## src/rtl/bsf_ram.sv

```systemverilog
// ----------------------------------------------------------------------------
// bsf_ram
// Generic simple dual-port RAM with one write port and a registered read.
// ----------------------------------------------------------------------------
module bsf_ram #(
    parameter int WIDTH = 32,
    parameter int DEPTH = 64
) (
    input  logic                     aclk,
    input  logic                     we,
    input  logic [$clog2(DEPTH)-1:0] waddr,
    input  logic [WIDTH-1:0]         wdata,
    input  logic                     re,
    input  logic [$clog2(DEPTH)-1:0] raddr,
    output logic [WIDTH-1:0]         rdata
);

    logic [WIDTH-1:0] mem [DEPTH];
    logic [WIDTH-1:0] rdata_reg;

    always_ff @(posedge aclk) begin
        if (we) begin
            mem[waddr] <= wdata;
        end
        if (re) begin
            rdata_reg <= mem[raddr];
        end
    end

    assign rdata = rdata_reg;

endmodule

```

## config.mk

```make
export PLATFORM = sky130hd
export DESIGN_NAME = bsf_ram
export DESIGN_NICKNAME = d
export VERILOG_FILES = /design/src/rtl/bsf_ram.sv
export SDC_FILE = /design/constraint.sdc
export NUM_CORES = 2
export LEC_CHECK = 0
export BUFFER_PORTS_ARGS = -buffer_cell sky130_fd_sc_hd__buf_2
export CAP_MARGIN = 20
export CELL_PAD_IN_SITES_DETAIL_PLACEMENT = 1
export CELL_PAD_IN_SITES_GLOBAL_PLACEMENT = 2
export CORE_MARGIN = 2
export CORE_UTILIZATION = 45
export CTS_CLUSTER_DIAMETER = 150
export DETAILED_ROUTE_END_ITERATION = 7
export PLACE_DENSITY = 0.75
export SLEW_MARGIN = 20
export SYNTH_ARGS = -nofsm -noshare
export SYNTH_HDL_FRONTEND = slang
export SYNTH_SLANG_ARGS = --single-unit
```

## constraint.sdc

```tcl
create_clock -name aclk -period 3.5 [get_ports aclk]
set_input_delay 0.35 -clock aclk [delete_from_list [all_inputs] [get_ports aclk]]
set_output_delay 0.35 -clock aclk [all_outputs]
set_load 0.005 [all_outputs]
```

==> run metrics <==
DP HPWL=between 100000 and 150000 um; synth warn=0; Worst-Skew Late Latency=~860 ps; Hold Path Class=in -> reg; CTS tree=built; Initial DRT Pass Iterations=5; crit path DAT=around 3200 ps; DRC Markers=0; Max transition margin=between 20% and 30%; FF-to-FF End=rdata[24]; Clk pin slew, worst setup/hold paths=around 60 ps; met2 WL=107000 um; largest net degree at the start of global routing=65; gr ovfl total=0; Top Layer Used=met5; GR Util All Layers=25.3%; R2R Path Start=mem[3][24]; Met1 Wirelength=86700 um; RSZ-0062 raised after global routing=no; Antenna Nets Post-Route=0; vias in the first global route=~40000; endpoints failing hold=0; CP required=4070 ps; multi-input logic area=around 16000 um^2; commonest non-fill, non-tap cell in the layout=edfxtp_1; Hold Crit Depth=1; hold_sp=wdata[25]; startpoint types=input port; Post-Route WL=roughly 220000 um; Max Clock Freq=0.387 GHz; Max Root-Sink Buffers=3; initial antenna violation count=16; port buffer count=78; CP max FO=29; Die ar.=179000 um^2; I/O Pins=slightly below 80; fin crit period=~2600 ps; distinct cell type count after synthesis=33; Avg Vias per Cell=roughly 6.2; die height=between 400 and 500 um; cts bufs inserted=201; Tcrit/Tclk final=about three quarters; Initial DRC Count=5151; status=finished, final reports clean; routed wl met3=between 20000 and 25000 um; Initial Util=45.3%; worst setup path class=in -> reg; Worst Hold End=mem[54][25]; Core Util, Final=between 50 and 60%; Mapped Area=78800 um^2; P_leak=approximately 28 nW; via count=between 30000 and 40000; most frequent cells in the layout=edfxtp_1, mux4_2, clkbuf_16, buf_4, mux2i_1; clock sink total=approximately 2100; Final Power=52.7 mW; max-capacitance violation count=0; final setup vio count=0; peak supply drop=about 0.56 mV; RePlAce Congestion=0.793; H-tree levels=4; sequential fraction of the synthesis area=79.2%; sequential cell area=~62000 um^2; clk_skew=41.4 ps; max reg flops=approximately 2000; area delta synth->final=15.8%; die width=roughly 420 um; total negative slack=0 ps; # rows=153; post-synthesis register bit count=~2100; worst slew pin tran=approximately 1100 ps; Synth Area per Inst=roughly 24 um^2; root buffer selected by CTS=clkbuf_16; R2R depth=4; drt wl/cell=36.3 um; Crit. End Element=flop; Mapped Cells=approximately 3300; Max Slew Vio Count=0; Net Count, Synth=approximately 3400; reg2reg setup slack=1000 ps; design area=just over 90000 um^2; # nets final=between 3000 and 4000; # fillers=approximately 15000; Area after DPL=84500 um^2; layout cells sized above 1=a little under a third; first-pass GRT wire length=315000 um; Power Dens Cells=577 nW/um^2; core box area=between 150000 and 200000 um^2
-- per-layer routing --
metal  vias up  track usage [%]
met5         -                0
met4         6             8.82
li1      15000                -
met1     21100             35.2
met3       342             4.99
met2      2124             40.2
-- worst max-delay path: stages --
cell and delay, ps:
buf_8 360, buf_12 250, buf_4 270, mux4_2 530
mux4_2 570, o22ai_1 630, nor2_1 120
-- logic make-up (layout without fill, tap and decap cells) --
logic type | count (synthesis) | in the layout | synth area share (%)
AND/OR/NAND/NOR | 223 | 223 | 1.26
flip-flops | 2080 | 2080 | 79.2
other | 0 | 9 | 0
AO/OA/AOI/OAI | 202 | 202 | 1.67
multiplexers | 637 | 637 | 16.7
buffers and inverters | 182 | 691 | 1.12
-- report_power, final --
part / switching (mW) / leakage [nW] / internal, mW
sequential: 0.101 / 18.7 / 27.6
clock: 9.42 / 3.28 / 12.8
combinational: 1.74 / 6.48 / 1.03
total: 11.3 / 28.5 / 41.5
-- Yosys cell counts, drive strengths merged --
cell | n | area share, %
a21oi | 62 | 0.39
a22oi | 12 | 0.11
a311oi | 8 | 0.089
a31oi | 1 | 0.0079
a41o | 4 | 0.051
and2 | 2 | 0.016
and3 | 4 | 0.032
buf | 108 | 0.77
clkbuf | 74 | 0.35
edfxtp | 2080 | 79
mux2i | 93 | 1.2
mux4 | 544 | 16
nand2 | 26 | 0.12
nand2b | 8 | 0.063
nand3 | 5 | 0.032
nand3b | 5 | 0.048
nand4 | 2 | 0.016
nand4b | 1 | 0.011
nor2 | 137 | 0.65
nor2b | 15 | 0.12
nor3 | 7 | 0.044
o221ai | 27 | 0.30
o22ai | 84 | 0.67
o32ai | 4 | 0.044
or2 | 3 | 0.024
or3 | 3 | 0.024
or3b | 5 | 0.056
-- worst max-delay path by stage --
| stage | from | end | slack, ps | cells after the start |
|---|---|---|---|---|
| floorplan | waddr[5] | mem[39][0] | 500 | 4 |
| global placement | raddr[0] | rdata[27] | 80 | 7 |
| detailed placement | raddr[0] | rdata[27] | -7 | 7 |
| CTS | raddr[0] | rdata[27] | 920 | 7 |
| global route | raddr[0] | rdata[27] | 900 | 7 |
| finish | raddr[0] | rdata[27] | 920 | 7 |
-- layout make-up --
class                      count  share of cell area [%]
clock inverter               129                    1.59
clock buffer                 240                    5.76
antenna                        9                  0.0247
timing repair buffer         322                    3.51
tap                         2325                    3.19
sequential                  2080                    68.4
multi-input combinational   1062                    17.5
-- timing repair --
item / in CTS / in global routing
resized for setup: 0 / 0
setup buffers: 0 / 0
hold buffers: 2 / 1
endpoints found under the hold margin: 23 / 16
-- through the flow --
stage	cells	hold slack [ps]	setup slack (ps)
after global placement	5784	775	79.3
after global routing	6162	63.2	903
after CTS	6156	62.9	922
after floorplan	3324	449	498
after detailed placement	5785	767	-7.41
final	6167	49.0	918
Note: power is estimated with default switching activity, not from simulation.
